**src/sv/symbol_hash_table_probe_assert.svh**
```systemverilog
// ----------------------------------------------------------------------------
// Symbol hash table probe assertion macros
// Shorthand for the concurrent checks of the probe engine.
// ----------------------------------------------------------------------------
`ifndef SYMBOL_HASH_TABLE_PROBE_ASSERT_SVH
`define SYMBOL_HASH_TABLE_PROBE_ASSERT_SVH

// Same-cycle implication, disabled during reset.
`define SHTP_ASSERT_IMP(label, clk, rst, pre, post, msg) \
   label: assert property (@(posedge clk) disable iff (rst) (pre) |-> (post)) \
      else $error(msg);

// Next-cycle implication, disabled during reset.
`define SHTP_ASSERT_NXT(label, clk, rst, pre, post, msg) \
   label: assert property (@(posedge clk) disable iff (rst) (pre) |=> (post)) \
      else $error(msg);

`endif

```
**src/sv/shtp_ram.sv**
```systemverilog
// ----------------------------------------------------------------------------
// Symbol hash table probe RAM
// Generic single-write, single-read memory with a registered read port.
// ----------------------------------------------------------------------------
`default_nettype none

module shtp_ram #(
   parameter int WIDTH = 8,
   parameter int DEPTH = 256
) (
   input  wire logic                     clock,
   input  wire logic                     wr_en,
   input  wire logic [$clog2(DEPTH)-1:0] wr_addr,
   input  wire logic [WIDTH-1:0]         wr_data,
   input  wire logic                     rd_en,
   input  wire logic [$clog2(DEPTH)-1:0] rd_addr,
   output      logic [WIDTH-1:0]         rd_data
);

   logic [WIDTH-1:0] mem_ff [DEPTH];
   logic [WIDTH-1:0] rd_data_ff;

   always_ff @(posedge clock) begin
      if (wr_en) begin
         mem_ff[wr_addr] <= wr_data;
      end
      if (rd_en) begin
         rd_data_ff <= mem_ff[rd_addr];
      end
   end

   assign rd_data = rd_data_ff;

endmodule

`default_nettype wire

```
**config.mk**
```make
export PLATFORM = sky130hd
export DESIGN_NAME = shtp_ram
export DESIGN_NICKNAME = d
export VERILOG_FILES = /design/src/sv/symbol_hash_table_probe_assert.svh /design/src/sv/shtp_ram.sv
export SDC_FILE = /design/constraint.sdc
export NUM_CORES = 2
export LEC_CHECK = 0
export BUFFER_PORTS_ARGS = -buffer_cell sky130_fd_sc_hd__buf_2
export CORE_ASPECT_RATIO = 1.75
export CORE_UTILIZATION = 30
export CTS_CLUSTER_SIZE = 40
export DETAILED_ROUTE_END_ITERATION = 7
export GPL_TIMING_DRIVEN = 0
export PLACE_DENSITY_LB_ADDON = 0.2
export SYNTH_ARGS = -nofsm -noshare
export SYNTH_HDL_FRONTEND = slang
export SYNTH_SLANG_ARGS = --single-unit
```
**constraint.sdc**
```tcl
create_clock -name clock -period 5.3 [get_ports clock]
set_input_delay 1.06 -clock clock [delete_from_list [all_inputs] [get_ports clock]]
set_output_delay 1.06 -clock clock [all_outputs]
set_load 0.02 [all_outputs]
```
# After elaboration in Yosys (flattened, before gate mapping)

Memory sizes are Yosys's and may differ from the RTL's. A register that Yosys moved wholly into a read port is not among the register bits.
Cells that the tools add are included.

Output and inout port bits: 8
Logic and storage cells: 3
Memories: 1
Register bits: 0
Input port bits: 27
Bits in writable memories: 2048

Multiplexer cells: 2

Memory list:

| memory | words | bits a word | read ports | clocked after Yosys merged registers in | wr ports | RTL line       | source |
|---|---|---|---|---|---|---|---|
| mem_ff | 256   | 8           | 1          | 1                                       | 1        | shtp_ram.sv:20 | `logic [WIDTH-1:0] mem_ff [DEPTH];` |

Operator list:

| cell             | number |
|---|---|
| 1-bit 2-to-1 mux | 2 |

# Depth between registers and ports, before layout

Word-level depth: 2
Mapped depth: 11
Gate-level depth less buffers: 6

# Worst setup path after synthesis

Ideal clock, no wire load.

Path kind: in2reg
Start: input rd_addr[0]
End: register rd_data_ff[2], in the netlist rd_data[2] (read register of mem_ff) (data pin)
Arrival: 2.867 ns
Required time: 5.031 ns
Path buffers: 4
Setup time: 0.269 ns
Cell stages on the path: 9
Slack: 2.164 ns
Cells stage by stage: buf_6 buf_12 buf_8 buf_2 mux4_2 a22oi_1 a21oi_1 nor4_1 nor4_2

RTL lines:

| item               | RTL line       | source |
|---|---|---|
| start: declaration | shtp_ram.sv:16 | `input wire logic [$clog2(DEPTH)-1:0] rd_addr,` |
| end: declaration   | shtp_ram.sv:21 | `logic [WIDTH-1:0] rd_data_ff;` |

==> metrics.txt <==
status=complete, but fails checks; failing checks=capacitance limit, slew limit, setup timing; gr usage total=0.210; worst slew pin tran=~1500 ps; internal power=between 0.02 and 0.03 W; first-pass GRT wire length=377000 um; f_max=about 180 MHz; syn_nets=3760; share of cells above drive strength 1=0.221; power per cell area=369 mW/mm2; Setup Skew=41.7 ps; Hold Slack=443 ps; # port buffers=27; CP Launch Point=rd_addr[1]; dpl ws=-1350 ps; register area=slightly above 0.06 mm2; core area=0.263 mm2; Ys Warns=0; Post-synth EDFFs=a little over 2000; TritonCTS clock tree=built; H-tree levels=4; Via density=5.22; leak pwr=27.3 nW; CP Capture Type=flip-flop; Startpoint Class=input port; sequential power share=0.536; initial antenna violation count=16; Max-cap violations=2; Congestion Overflow GR=0; largest family of logic cells by synthesized area=multiplexers; Worst R2R Start=mem_ff[80][5]$_DFFE_PP_; die height=684 um; DIE AREA=around 0.27 mm2; Vias=between 30000 and 40000; later-pin clock latency in the skew report=870 ps; hpwl dp=198000 um; DRC Markers=0; clock share of power=0.402; maximum vdd ir drop=roughly 0.00025 V; GP Congestion=between 1 and 1.5; post-synthesis mux area share=0.146; Switching Share=0.229; CP Max Fanout=10; Comb power frac=0.062; CTS root buf=clkbuf_16; period utilization=1.04; Post-CTS Hold Fix Bufs=0; Async SR Flop Fraction=0; Final Setup Violations=4; Syn Area/Cell=21.3 um2; Area contributors post-synth=edfxtp_1 (78%), mux4_2 (13%), mux2i_1 (1.7%), nor2_1 (1.3%), a22oi_1 (1.3%); cts bufs inserted=approximately 190; sequential share of the synthesized area=0.775; max_slew headroom=-0.0238; initial DRC count=4317; routed wire length=about 280000 um; RSZ-0062 raised after global routing=no; sw power=0.00766 W; Final ANT Viol Nets=0; Tmin final=5530 ps; ys flop type=edfxtp_1; Power, Total=0.0334 W; Post-Synth XOR/XNOR Area=0; Sinks on Clock Net=2056; clk buf depth=4; hold_sp=wr_data[3]; worst setup margin=-233 ps; post-synthesis adder-cell area fraction=0; P&R area growth vs syn=13.8%; fin nets=3998; vias in the first global route=approximately 42000; total I/O pin count=35; Mapped Area=0.0796 mm2; Synth Area in Compound Gates=0.0342; crit path kind=in2reg; area fraction of the dominant cell type after synthesis=0.775; clock-pin slew on the worst setup and hold paths=about 70 ps; hold path cells=1; Cell Rows=249; gate count after technology mapping=3733; Hold Crit Class=in2reg; area occupied by multi-input gates=0.0165 mm2; largest net degree at the start of global routing=roughly 160; Yosys cell types=between 50 and 60; Data arrival, critical path=6040 ps; RR Endpoint=rd_data[5]$_DFFE_PP_; Post-Synth Simple-Gate Area=0.0263; Worst Path Required=5800 ps; Slew Limit Fails=2; Pre-antenna DRT Iters=8; FF-to-FF path depth=6; post-synthesis register bit count=2056; Hold EP=mem_ff[26][3]$_DFFE_PP_; Final Hold Viols=0; Initial Util=0.303; fill count=~25000; reg-to-reg slack, setup=between 1000 and 1500 ps; area leader, netlist=edfxtp_1; WL/cell=approximately 37 um; Die Wd=391 um
power groups by stage:
stage               clock network [W]  logic [W]  registers (W)
floorplan                           0   0.000871         0.0183
global placement                    0    0.00201         0.0184
detailed placement                  0    0.00208         0.0183
CTS                            0.0136    0.00209         0.0179
global route                   0.0141    0.00210         0.0179
finish                         0.0134    0.00207         0.0179
metal layers:
layer	GRT usage	wire length, um
met5	0	13
met4	0.143	22900
met2	0.388	153000
met3	0.0323	14700
met1	0.216	92900
cell usage after synthesis, types with 3 or more instances:
cell / n
buf_2: 31
or2_2: 4
buf_8: 13
nor2_1: 282
nand2_1: 33
o221ai_1: 46
mux2i_1: 134
o22ai_1: 28
buf_12: 8
edfxtp_1: 2056
mux4_2: 454
nor4_1: 24
o22a_1: 5
buf_4: 27
nand4_1: 10
and2_1: 6
nor4_2: 3
o32ai_1: 4
a211oi_1: 16
nand2b_1: 8
o21ai_0: 10
o211ai_1: 10
nor2b_1: 31
a221oi_1: 13
nor3_1: 22
clkbuf_1: 111
a22oi_1: 133
a21oi_1: 96
nand3_1: 34
buf_1: 22
a22o_1: 8
buf_6: 21
critical path, cell delays in order:
cell	delay, ps
buf_2	160
buf_4	450
buf_2	560
clkbuf_1	740
mux4_2	440
a22oi_1	890
a21oi_1	420
nor4_1	1030
nor4_2	240
metrics by stage:
step                 util  cell area [um2]  instances  TNS [ps]
CTS                 0.344            90600       7623         0
global route        0.344            90600       7624         0
global placement    0.320            84200       7274   -733310
finish              0.344            90600       7631      -578
floorplan               -            79600       3733         0
detailed placement  0.322            84800       7297     -8390
worst max-delay path by stage:
stage,to,slack [ps],depth (start not counted)
after global placement,rd_data[2]$_DFFE_PP_,-1860,9
after global routing,rd_data[2]$_DFFE_PP_,40,9
after detailed placement,rd_data[1]$_DFFE_PP_,-1350,9
after floorplan,rd_data[2]$_DFFE_PP_,2160,9
final,rd_data[0]$_DFFE_PP_,-230,9
after CTS,rd_data[0]$_DFFE_PP_,2,9
repair_timing:
item / in CTS / in global routing
endpoints found under the setup margin: 6 / 1
buffers inserted: 0 / 0
gates resized for setup: 5 / 1
cell families (layout without fill, tap and decap cells):
family                 count (synthesis)  in the layout
other                                  0              8
AOI/OAI and AO/OA                    385            385
DFF                                 2056           2056
and+or+nand+nor                      466            466
buffers and inverters                235            611
muxes                                591            591
registers in the layout, indices dropped and copies added (netlist names):
| signal | cells |
|---|---|
| mem_ff | 2048 |
| rd_data | 8 |
cells in the final DEF, fill, tap and decap left out, drive strengths merged, types with 28 or more instances in the layout:
| cell | n |
|---|---|
| nor2 | 282 |
| mux2i | 134 |
| o221ai | 47 |
| a22oi | 133 |
| edfxtp | 2056 |
| nand3 | 34 |
| a21oi | 96 |
| nand2 | 33 |
| mux4 | 456 |
| nor2b | 31 |
| buf | 172 |
| o22ai | 28 |
| clkbuf | 333 |
| clkinv | 85 |
cell type report:
cell class / count / area share
flip-flops and latches: 2056 / 0.681
multi-input cells: 1442 / 0.182
repair buffers: 50 / 0.00786
plain buffers: 233 / 0.0165
clock inverters: 104 / 0.00954
well taps: 3514 / 0.0485
diodes: 8 / 0.000221
clock buffers: 222 / 0.0540
inverters: 2 / 0.0000828
Note: power is estimated with default switching activity, not from simulation.
