--- src/sv/symbol_hash_table_probe_assert.svh ---
// ----------------------------------------------------------------------------
// Symbol hash table probe assertion macros
// Shorthand for the concurrent checks of the probe engine.
// ----------------------------------------------------------------------------
`ifndef SYMBOL_HASH_TABLE_PROBE_ASSERT_SVH
`define SYMBOL_HASH_TABLE_PROBE_ASSERT_SVH

// Same-cycle implication, disabled during reset.
`define SHTP_ASSERT_IMP(label, clk, rst, pre, post, msg) \
   label: assert property (@(posedge clk) disable iff (rst) (pre) |-> (post)) \
      else $error(msg);

// Next-cycle implication, disabled during reset.
`define SHTP_ASSERT_NXT(label, clk, rst, pre, post, msg) \
   label: assert property (@(posedge clk) disable iff (rst) (pre) |=> (post)) \
      else $error(msg);

`endif

--- src/sv/shtp_pkg.sv ---
// ----------------------------------------------------------------------------
// Symbol hash table probe package
// Shared constants, opcodes and entry attribute type.
// ----------------------------------------------------------------------------
`default_nettype none

package shtp_pkg;

   localparam int TABLE_SLOTS_DFLT = 256;
   localparam int NAME_CHARS_DFLT  = 8;

   localparam int OPCODE_W = 2;
   localparam int NAME_W   = 64;
   localparam int SLOT_W   = 8;
   localparam int CLASS_W  = 4;
   localparam int OFFSET_W = 32;
   localparam int DIM_W    = 16;

   localparam logic [7:0]         CHAR_MASK = 8'o177;
   localparam logic [CLASS_W-1:0] KW_CLASS_RESET = 4'd1;

   typedef enum logic [OPCODE_W-1:0] {
      OP_LOOKUP = 2'd0,
      OP_WRITE  = 2'd1,
      OP_CLEAR  = 2'd2,
      OP_NOP    = 2'd3
   } opcode_type;

   typedef struct packed {
      logic [CLASS_W-1:0]         cls;
      logic signed [OFFSET_W-1:0] offset;
      logic [DIM_W-1:0]           dim;
   } attr_type;

   localparam int ATTR_W = $bits(attr_type);

endpackage

`default_nettype wire

--- src/sv/shtp_hash.sv ---
// ----------------------------------------------------------------------------
// Symbol hash table probe hash unit
// Registers the sum of the 7-bit name characters and reduces it to a home
// slot with a constant restoring remainder.
// ----------------------------------------------------------------------------
`default_nettype none

module shtp_hash #(
   parameter int TABLE_SLOTS = shtp_pkg::TABLE_SLOTS_DFLT,
   parameter int NAME_CHARS  = shtp_pkg::NAME_CHARS_DFLT
) (
   input  wire logic                           clock,
   input  wire logic                           load,
   input  wire logic [8*NAME_CHARS-1:0]        name,
   output      logic [$clog2(TABLE_SLOTS)-1:0] home
);

   import shtp_pkg::*;

   localparam int HSLOT_W = $clog2(TABLE_SLOTS);
   localparam int MAX_SUM = NAME_CHARS * 127;
   localparam int SUM_W   = $clog2(MAX_SUM + 1);

   logic [SUM_W-1:0] sum_ff;
   logic [SUM_W-1:0] sum_in;
   logic [SUM_W-1:0] rem;

   always_comb begin
      sum_in = '0;
      for (int i = 0; i < NAME_CHARS; i++) begin
         sum_in = sum_in + SUM_W'(name[8*i +: 8] & CHAR_MASK);
      end
   end

   always_ff @(posedge clock) begin
      if (load) begin
         sum_ff <= sum_in;
      end
   end

   always_comb begin
      rem = sum_ff;
      for (int j = SUM_W - 1; j >= 0; j--) begin
         if (((TABLE_SLOTS << j) <= MAX_SUM) && (rem >= SUM_W'(TABLE_SLOTS << j))) begin
            rem = rem - SUM_W'(TABLE_SLOTS << j);
         end
      end
   end

   assign home = HSLOT_W'(rem);

endmodule

`default_nettype wire

--- config.mk ---
export PLATFORM = sky130hd
export DESIGN_NAME = shtp_hash
export DESIGN_NICKNAME = d
export VERILOG_FILES = /design/src/sv/symbol_hash_table_probe_assert.svh /design/src/sv/shtp_pkg.sv /design/src/sv/shtp_hash.sv
export SDC_FILE = /design/constraint.sdc
export NUM_CORES = 1
export LEC_CHECK = 0
export ABC_AREA = 1
export CAP_MARGIN = 20
export CORE_UTILIZATION = 35
export CTS_CLUSTER_SIZE = 25
export DETAILED_ROUTE_END_ITERATION = 8
export DONT_BUFFER_PORTS = 1
export SETUP_SLACK_MARGIN = 0.2
export SYNTH_ARGS = -nofsm -noshare
export SYNTH_HDL_FRONTEND = slang
export SYNTH_SLANG_ARGS = --single-unit
export TNS_END_PERCENT = 50
--- constraint.sdc ---
create_clock -name clock -period 4.6 [get_ports clock]
set_clock_uncertainty 0.15 [all_clocks]
set_input_delay 0.23 -clock clock [delete_from_list [all_inputs] [get_ports clock]]
set_output_delay 0.23 -clock clock [all_outputs]
set_load 0.01 [all_outputs]
Word-level counts from Yosys, hierarchy flattened
Index checks and enable logic that the tools add are counted.
{ "totals": {"reg_bits": 10, "wordCells": 14} }
{ "classes": {"add_sub_neg": 9, "n_lt_le_gt_ge": 2, "muxes": 2} }
{ "op_table": {"columns": ["cell", "n"], "rows": [
  ["10-bit by 7-bit adder with 10-bit output", 4],
  ["9-bit by 7-bit adder with 10-bit output", 1],
  ["10-bit greater-or-equal comparator, second input constant", 1],
  ["10-bit by 9-bit greater-or-equal comparator with 1-bit output, second input constant", 1],
  ["10-bit 2-to-1 mux", 1],
  ["10-bit subtractor, second input constant", 1],
  ["8-bit by 7-bit adder with 9-bit output", 1],
  ["7-bit by 7-bit adder with 8-bit output", 1],
  ["8-bit 2-to-1 mux", 1],
  ["8-bit by 1-bit subtractor with 8-bit output, second input constant", 1]
]} }

Depth between registers and ports, before layout
Gate-level depths: netlist of the first run.
{ "depth": {"depth_word": 7, "ltp_mapped": 16} }

Worst setup path after synthesis of the first run
OpenSTA, ideal clock, no wires.
{ "synth_timing": {"path_kind": "input-to-reg", "from": "input name[2]", "to": "register sum_ff[6], data pin", "setup_ps": 258, "t_arrival_ps": 3364, "required_time_ps": 4192, "setup_slack_ps": 828, "cell_stages": 13, "n_path_buf": 0, "path_cell_list": "inv_1 fa_1 inv_1 fa_1 fa_1 inv_1 fa_1 inv_1 ha_1 fa_1 nand3_1 nand2_1 xor2_1"} }
{ "synth_between": {"elab_chain_len": 7} }
{ "synth_lines": {"columns": ["element", "line_no", "text"], "rows": [
  ["start, declared", "shtp_hash.sv:14", "input wire logic [8*NAME_CHARS-1:0] name,"],
  ["7-bit by 7-bit adder with 8-bit output", "shtp_hash.sv:31", "sum_in = sum_in + SUM_W'(name[8*i +: 8] & CHAR_MASK);"],
  ["8-bit by 7-bit adder with 9-bit output", "shtp_hash.sv:31", null],
  ["9-bit by 7-bit adder with 10-bit output", "shtp_hash.sv:31", null],
  ["10-bit by 7-bit adder with 10-bit output (4 in series)", "shtp_hash.sv:31", null],
  ["named net sum_in[6]", "shtp_hash.sv:25", "logic [SUM_W-1:0] sum_in;"],
  ["end signal, assigned", "shtp_hash.sv:37", "sum_ff <= sum_in;"],
  ["end, declared", "shtp_hash.sv:24", "logic [SUM_W-1:0] sum_ff;"]
]} }
The timed path passes the listed nets, and every way through them passes these cells.
A chain may end at the register's enable or synchronous reset.

Worst setup path after layout of the first run
Ends and elaborated chain as after synthesis.

==> metrics.md, run 1 <==
| Metric | Value |
|---|---|
| CTS max path bufs | `2` |
| Simple-gate share of the synthesized area | `0.0837` |
| I/O pins | `74` |
| Routability cong. | `0.649` |
| Worst hold slack | `0.188 ns` |
| Slowest cell on crit path | `fa_1` |
| Initial Util | `0.370` |
| Vias | `1020` |
| Cells along the critical path | `inv_1, fa_1, inv_1, fa_1, fa_1, inv_1, fa_1, inv_1, ha_1, fa_1, nand3_1, nand2_1, xor2_1` |
| Core Region | `0.00444 sq mm` |
| Commonest cells after routing, fill and taps aside | `inv_1 (87), fa_1 (39), nand2_1 (21)` |
| Die Area | `0.00498 sq mm` |
| Die height | `between 70 and 80 um` |
| Fillers | `454` |
| Setup TNS | `0 ns` |
| Largest family of logic cells by synthesized area | `adder cells` |
| Hold Vio Cnt, Final | `0` |
| Max reg flops | `8` |
| Cell repeated most along the worst path | `fa_1` |
| Synth Instances | `183` |
| Cell at the root of the clock tree | `clkbuf_8` |
| Remaining DRCs | `12` |
| TritonCTS clock tree | `built` |
| Yosys warning count | `0` |
| Grt ovf | `0` |
| Max rail drop VDD | `0.196 mV` |
| Design Area, Final | `roughly 0.0018 sq mm` |
| Status | `finished with violations` |
| Failing checks | `design-rule violations` |
| Leak | `1.03 nW` |
| Share of cells above drive strength 1 | `0.0214` |
| Setup Viol. Count Final | `0` |
| HPWL Detailed | `2070 um` |
| Max Clk Rate | `274 MHz` |
| Placed cell area | `0.00171 sq mm` |
| CP max stage delay | `~0.54 ns` |
| Post-synthesis xor/xnor area fraction | `0.0266` |
| Routed Antenna Nets | `0` |
| Adder-cell area share of the yosys netlist | `0.536` |
| Post-CTS sizing | `0` |
| Cell family with most CP delay | `adder cells` |
| PwrDens | `between 500 and 600 mW/mm^2` |
| Drt wl/cell | `9.00 um` |
| Mapped Nets | `296` |
| Worst-path maximum fanout | `3` |
| Area growth syn-to-layout | `7.08%` |
| Most common cell after layout, fill and taps aside | `inv_1` |
| Crit start category | `input pin` |
| Distinct cells, synth | `11` |
| Number of port buffers | `0` |
| GRT Resource Usage Total | `0.0947` |
| Average size of a mapped cell | `8.98 sq um` |
| Postcts setup bufs | `0` |
| DR iter-0 viols | `19` |
| RSZ-0062 raised after global routing | `false` |
| Vias in the first global route | `roughly 1000` |
| Mux cell area share after synthesis | `0` |
| Min Tclk post-route | `3.65 ns` |
| Worst-margin pin slew | `0.359 ns` |
| CTS Buf Count | `3` |
| CP Data Required Time | `4.42 ns` |
| Reg with most FFs | `sum_ff` |
| Compound-cell area share of the yosys netlist | `0.00913` |
| # diodes | `0` |
| DR pass1 iterations | `5` |
| Largest regs | `sum_ff: 8 flops` |
| Routed WL | `between 2000 and 2500 um` |
| Post-Syn Area | `0.00164 sq mm` |
| Die width | `70.5 um` |
| HP Class | `in -> reg` |
| Max-cap violations | `0` |
| Yosys top cell by area | `fa_1` |
| Hold buffers post-CTS | `1` |
| CP arrival | `roughly 3.5 ns` |
| H-tree levels | `1` |
| Cell row count | `24` |
| Setup crit end kind | `register` |
| Synth top area share | `0.475` |
| Period utilization | `0.793` |
| Antenna violations before repair | `0` |
| DR vias/cell | `between 4 and 5` |
| Clock-pin slew on the worst setup and hold paths | `0.04 ns` |
| Top cells by area, synth | `fa_1 (47%), inv_1 (20%), edfxtp_1 (15%), ha_1 (6.1%), nand2_1 (4.8%)` |
| Sequential area share after synthesis | `0.146` |
| Nets@finish | `just over 300` |
| Clock Sinks | `8` |
| First-pass GRT wire length | `3820 um` |
| Largest net degree at the start of global routing | `9` |
| Crit path kind | `in -> reg` |
| CP bufs+invs | `4` |
| Max-slew violation count | `0` |
| Max-Slew Margin vs Limit | `0.760` |
| Post-synthesis sequential element count | `8` |
==> area by class of cell <==
type	count	area, sq um	share of cell area
Multi-Input combinational cell	88	1080	0.612
Clock buffer	3	41.3	0.0235
Sequential cell	8	240	0.136
Timing Repair Buffer	1	10.0	0.00569
Tap cell	52	65.1	0.0370
Inverter	87	327	0.186
==> power breakdown <==
| group | total (W) | internal, W | leakage, nW | switching [W] |
|---|---|---|---|---|
| logic | 0.000679 | 0.000292 | 0.931 | 0.000387 |
| clock network | 0.0000803 | 0.0000564 | 0.0216 | 0.0000240 |
| registers | 0.000199 | 0.000169 | 0.0783 | 0.0000306 |
| total | 0.000958 | 0.000517 | 1.03 | 0.000441 |
==> path summary, 6_finish.rpt <==
check,start,endpoint,slack [ns],cells after the start
setup / recovery,name[2],sum_ff[6],0.95,13
hold / removal,name[56],sum_ff[0],0.19,2
==> cells in the mapped netlist, drive strengths merged <==
cell type  count
nand3          9
ha             8
xor2           3
a21oi          3
nor2           3
xnor2          2
inv           87
edfxtp         8
nand2         21
fa            39
==> metrics by stage <==
step,setup slack [ns],cells,utilization,total power (W)
after floorplan,0.828,183,-,0.000772
after global placement,0.683,235,0.385,0.000899
after detailed placement,0.696,235,0.385,0.000903
after CTS,0.926,239,0.396,0.000993
after global routing,0.786,239,0.396,0.00112
final,0.954,239,0.396,0.000958
==> kinds of logic after synthesis <==
| logic type | count (synthesis) |
|---|---|
| flip-flops | 8 |
| buffers and inverters | 87 |
| AND/OR/NAND/NOR | 33 |
| adder cells (fa/ha/maj) | 47 |
| XOR/XNOR | 5 |
| AO/OA/AOI/OAI | 3 |
==> routing by layer <==
metal  up-vias  share of wire  global-route usage
li1        500              -                   -
met1       474           0.39               0.101
met2        46           0.53               0.190
met3         0          0.081              0.0285
met4         0              0             0.00667
met5         -              0                   0
Power figures use the tool's default switching activity.
==> run 2, diff against run 1 <==
==> constraint.sdc (replaced) <==
create_clock -name clock -period 3.55 [get_ports clock]
set_clock_uncertainty 0.15 [all_clocks]
set_input_delay 0.1775 -clock clock [delete_from_list [all_inputs] [get_ports clock]]
set_output_delay 0.1775 -clock clock [all_outputs]
set_load 0.01 [all_outputs]
==> run 2 against run 1 <==
  * The flow still finishes with violations (design-rule violations)
  * Utilization up 1.7 points
  * Non-clock buffer count grew 3
  * Global-route usage grew 0.88 points
  * Largest power group unchanged
==> metrics.md, run 2 (synthesis results as in run 1) <==
| Metric | Value |
|---|---|
| Worst hold slack | `0.136 ns (was 0.188 ns)` |
| Routability cong. | `0.716 (was 0.649)` |
| Drt wl/cell | `9.24 um (was 9.00 um)` |
| Remaining DRCs | `6 (was 12)` |
| Cell at the root of the clock tree | `clkbuf_8 (unchanged)` |
| GRT Resource Usage Total | `0.103 (was 0.0947)` |
| Commonest cells after routing, fill and taps aside | `inv_1 (84), fa_1 (38), nand2_1 (21) (was inv_1 (87), fa_1 (39), nand2_1 (21))` |
| Postcts setup bufs | `0 (unchanged)` |
| Area growth syn-to-layout | `11.6% (was 7.08%)` |
| CTS max path bufs | `2 (unchanged)` |
| Routed WL | `2240 um (was 2150 um)` |
| CP Data Required Time | `3.37 ns (was 4.42 ns)` |
| Setup Viol. Count Final | `0 (unchanged)` |
| Worst-margin pin slew | `0.345 ns (was 0.359 ns)` |
| Routed Antenna Nets | `0 (unchanged)` |
| HP Class | `in -> reg (unchanged)` |
| Most common cell after layout, fill and taps aside | `inv_1 (unchanged)` |
| PwrDens | `778 mW/mm^2 (was 544 mW/mm^2)` |
| First-pass GRT wire length | `4130 um (was 3820 um)` |
| Setup crit end kind | `register (unchanged)` |
| CTS Buf Count | `3 (unchanged)` |
| Vias in the first global route | `1103 (was 1004)` |
| Crit start category | `input pin (unchanged)` |
| Cell row count | `24 (unchanged)` |
| Final std cells w/o fill | `242 (was 239)` |
| Initial Util | `0.370 (unchanged)` |
| I/O pins | `74 (unchanged)` |
| TritonCTS clock tree | `built (unchanged)` |
| Min Tclk post-route | `~3.3 ns` |
| Length of routed met2 wiring | `1230 um (was 1140 um)` |
| Crit path kind | `in -> reg (unchanged)` |
| Die width | `70.5 um (unchanged)` |
| Share of cells above drive strength 1 | `0.0895 (was 0.0214)` |
| Nets@finish | `305 (was 302)` |
| Die height | `70.5 um (unchanged)` |
| DR iter-0 viols | `28 (was 19)` |
| Worst-path maximum fanout | `2 (was 3)` |
| Vias | `1046 (was 1020)` |
| DRT met1 WL | `818 um (was 833 um)` |
| Placed insts | `238 (was 235)` |
| Hold Path Origin | `name[56] (unchanged)` |
| Max-Slew Margin vs Limit | `0.769 (was 0.760)` |
| Antenna violations before repair | `0 (unchanged)` |
| Number of port buffers | `0 (unchanged)` |
| Hold Vio Cnt, Final | `0 (unchanged)` |
| DR pass1 iterations | `6 (was 5)` |
| Reg with most FFs | `sum_ff (unchanged)` |
| Max Clk Rate | `300 MHz` |
| Clock-pin slew on the worst setup and hold paths | `0.04 ns (about the same)` |
| Die Area | `0.00498 sq mm (unchanged)` |
| Period utilization | `0.938` |
| Failing checks | `design-rule violations (unchanged)` |
| HPWL Detailed | `2170 um (was 2070 um)` |
| Leak | `1.04 nW (was 1.03 nW)` |
| Top layer in use | `met4 (was met3)` |
| Grt ovf | `0 (unchanged)` |
| Core Region | `0.00444 sq mm (unchanged)` |
| Status | `finished with violations (unchanged)` |
| Routed wl met3 | `174 um (was 175 um)` |
| Worst Setup SP | `name[42] (was name[2])` |
| Clock Sinks | `8 (unchanged)` |
| Largest regs | `sum_ff: 8 flops (unchanged)` |
| # diodes | `0 (unchanged)` |
| Max rail drop VDD | `0.345 mV (was 0.196 mV)` |
| H-tree levels | `1 (unchanged)` |
| Max reg flops | `8 (unchanged)` |
| DR vias/cell | `4.32 (was 4.27)` |
| Max-cap violations | `0 (unchanged)` |
| RSZ-0062 raised after global routing | `true (was false)` |
| Largest net degree at the start of global routing | `9 (unchanged)` |
| Hold depth | `2 (unchanged)` |
| CP arrival | `3.15 ns (was 3.47 ns)` |
| Max-slew violation count | `0 (unchanged)` |
run 2: where the power goes:
part	switching, W	leakage (nW)	internal (W)
registers	0.0000400	0.0783	0.000219
clock network	0.0000298	0.0216	0.0000729
logic	0.000567	0.942	0.000499
run 2: repair_timing:
action | CTS | global route
hold buffers | 1 | 0
endpoints found under the hold margin | 8 | 0
gates resized for setup | 1 | 1
setup endpoints to repair | 1 | 3
pin swaps | 2 | 4
run 2: final timing paths:
| check | end | slack [ns] |
|---|---|---|
| worst max-delay path | sum_ff[6] | 0.22 |
| worst min-delay path | sum_ff[0] | 0.14 |
run 2: routing by layer:
layer | track usage | vias to the layer above
li1 | - | 505
met1 | 0.102 | 491
met2 | 0.211 | 48
met3 | 0.0313 | 2
met4 | 0.0200 | 0
met5 | 0 | -
run 2: stage by stage:
step	setup WS [ns]	setup TNS, ns	power [W]	utilization	instance area, sq um
detailed placement	-0.0540	-0.0851	0.00134	0.400	1780
global placement	-0.0291	-0.0478	0.00131	0.400	1780
global route	0.0771	0	0.00165	0.413	1830
CTS	0.200	0	0.00147	0.413	1830
finish	0.220	0	0.00143	0.413	1830
floorplan	0.0566	0	0.00110	-	1690
run 2: critical path: stages:
cell and delay, ns:
inv_8 0.01, fa_1 0.52, inv_1 0.05, fa_1 0.49
fa_1 0.50, inv_1 0.05, fa_1 0.47, inv_1 0.04
ha_2 0.19, fa_2 0.37, nand3_2 0.06, nand2_1 0.05
xor2_1 0.15
run 2: layout make-up:
cell class | count | area, sq um
Fill cell | 443 | 2610
Multi-Input combinational cell | 88 | 1120
Inverter | 87 | 334
Sequential cell | 8 | 240
Tap cell | 52 | 65.1
Clock buffer | 3 | 41.3
Timing Repair Buffer | 4 | 32.5
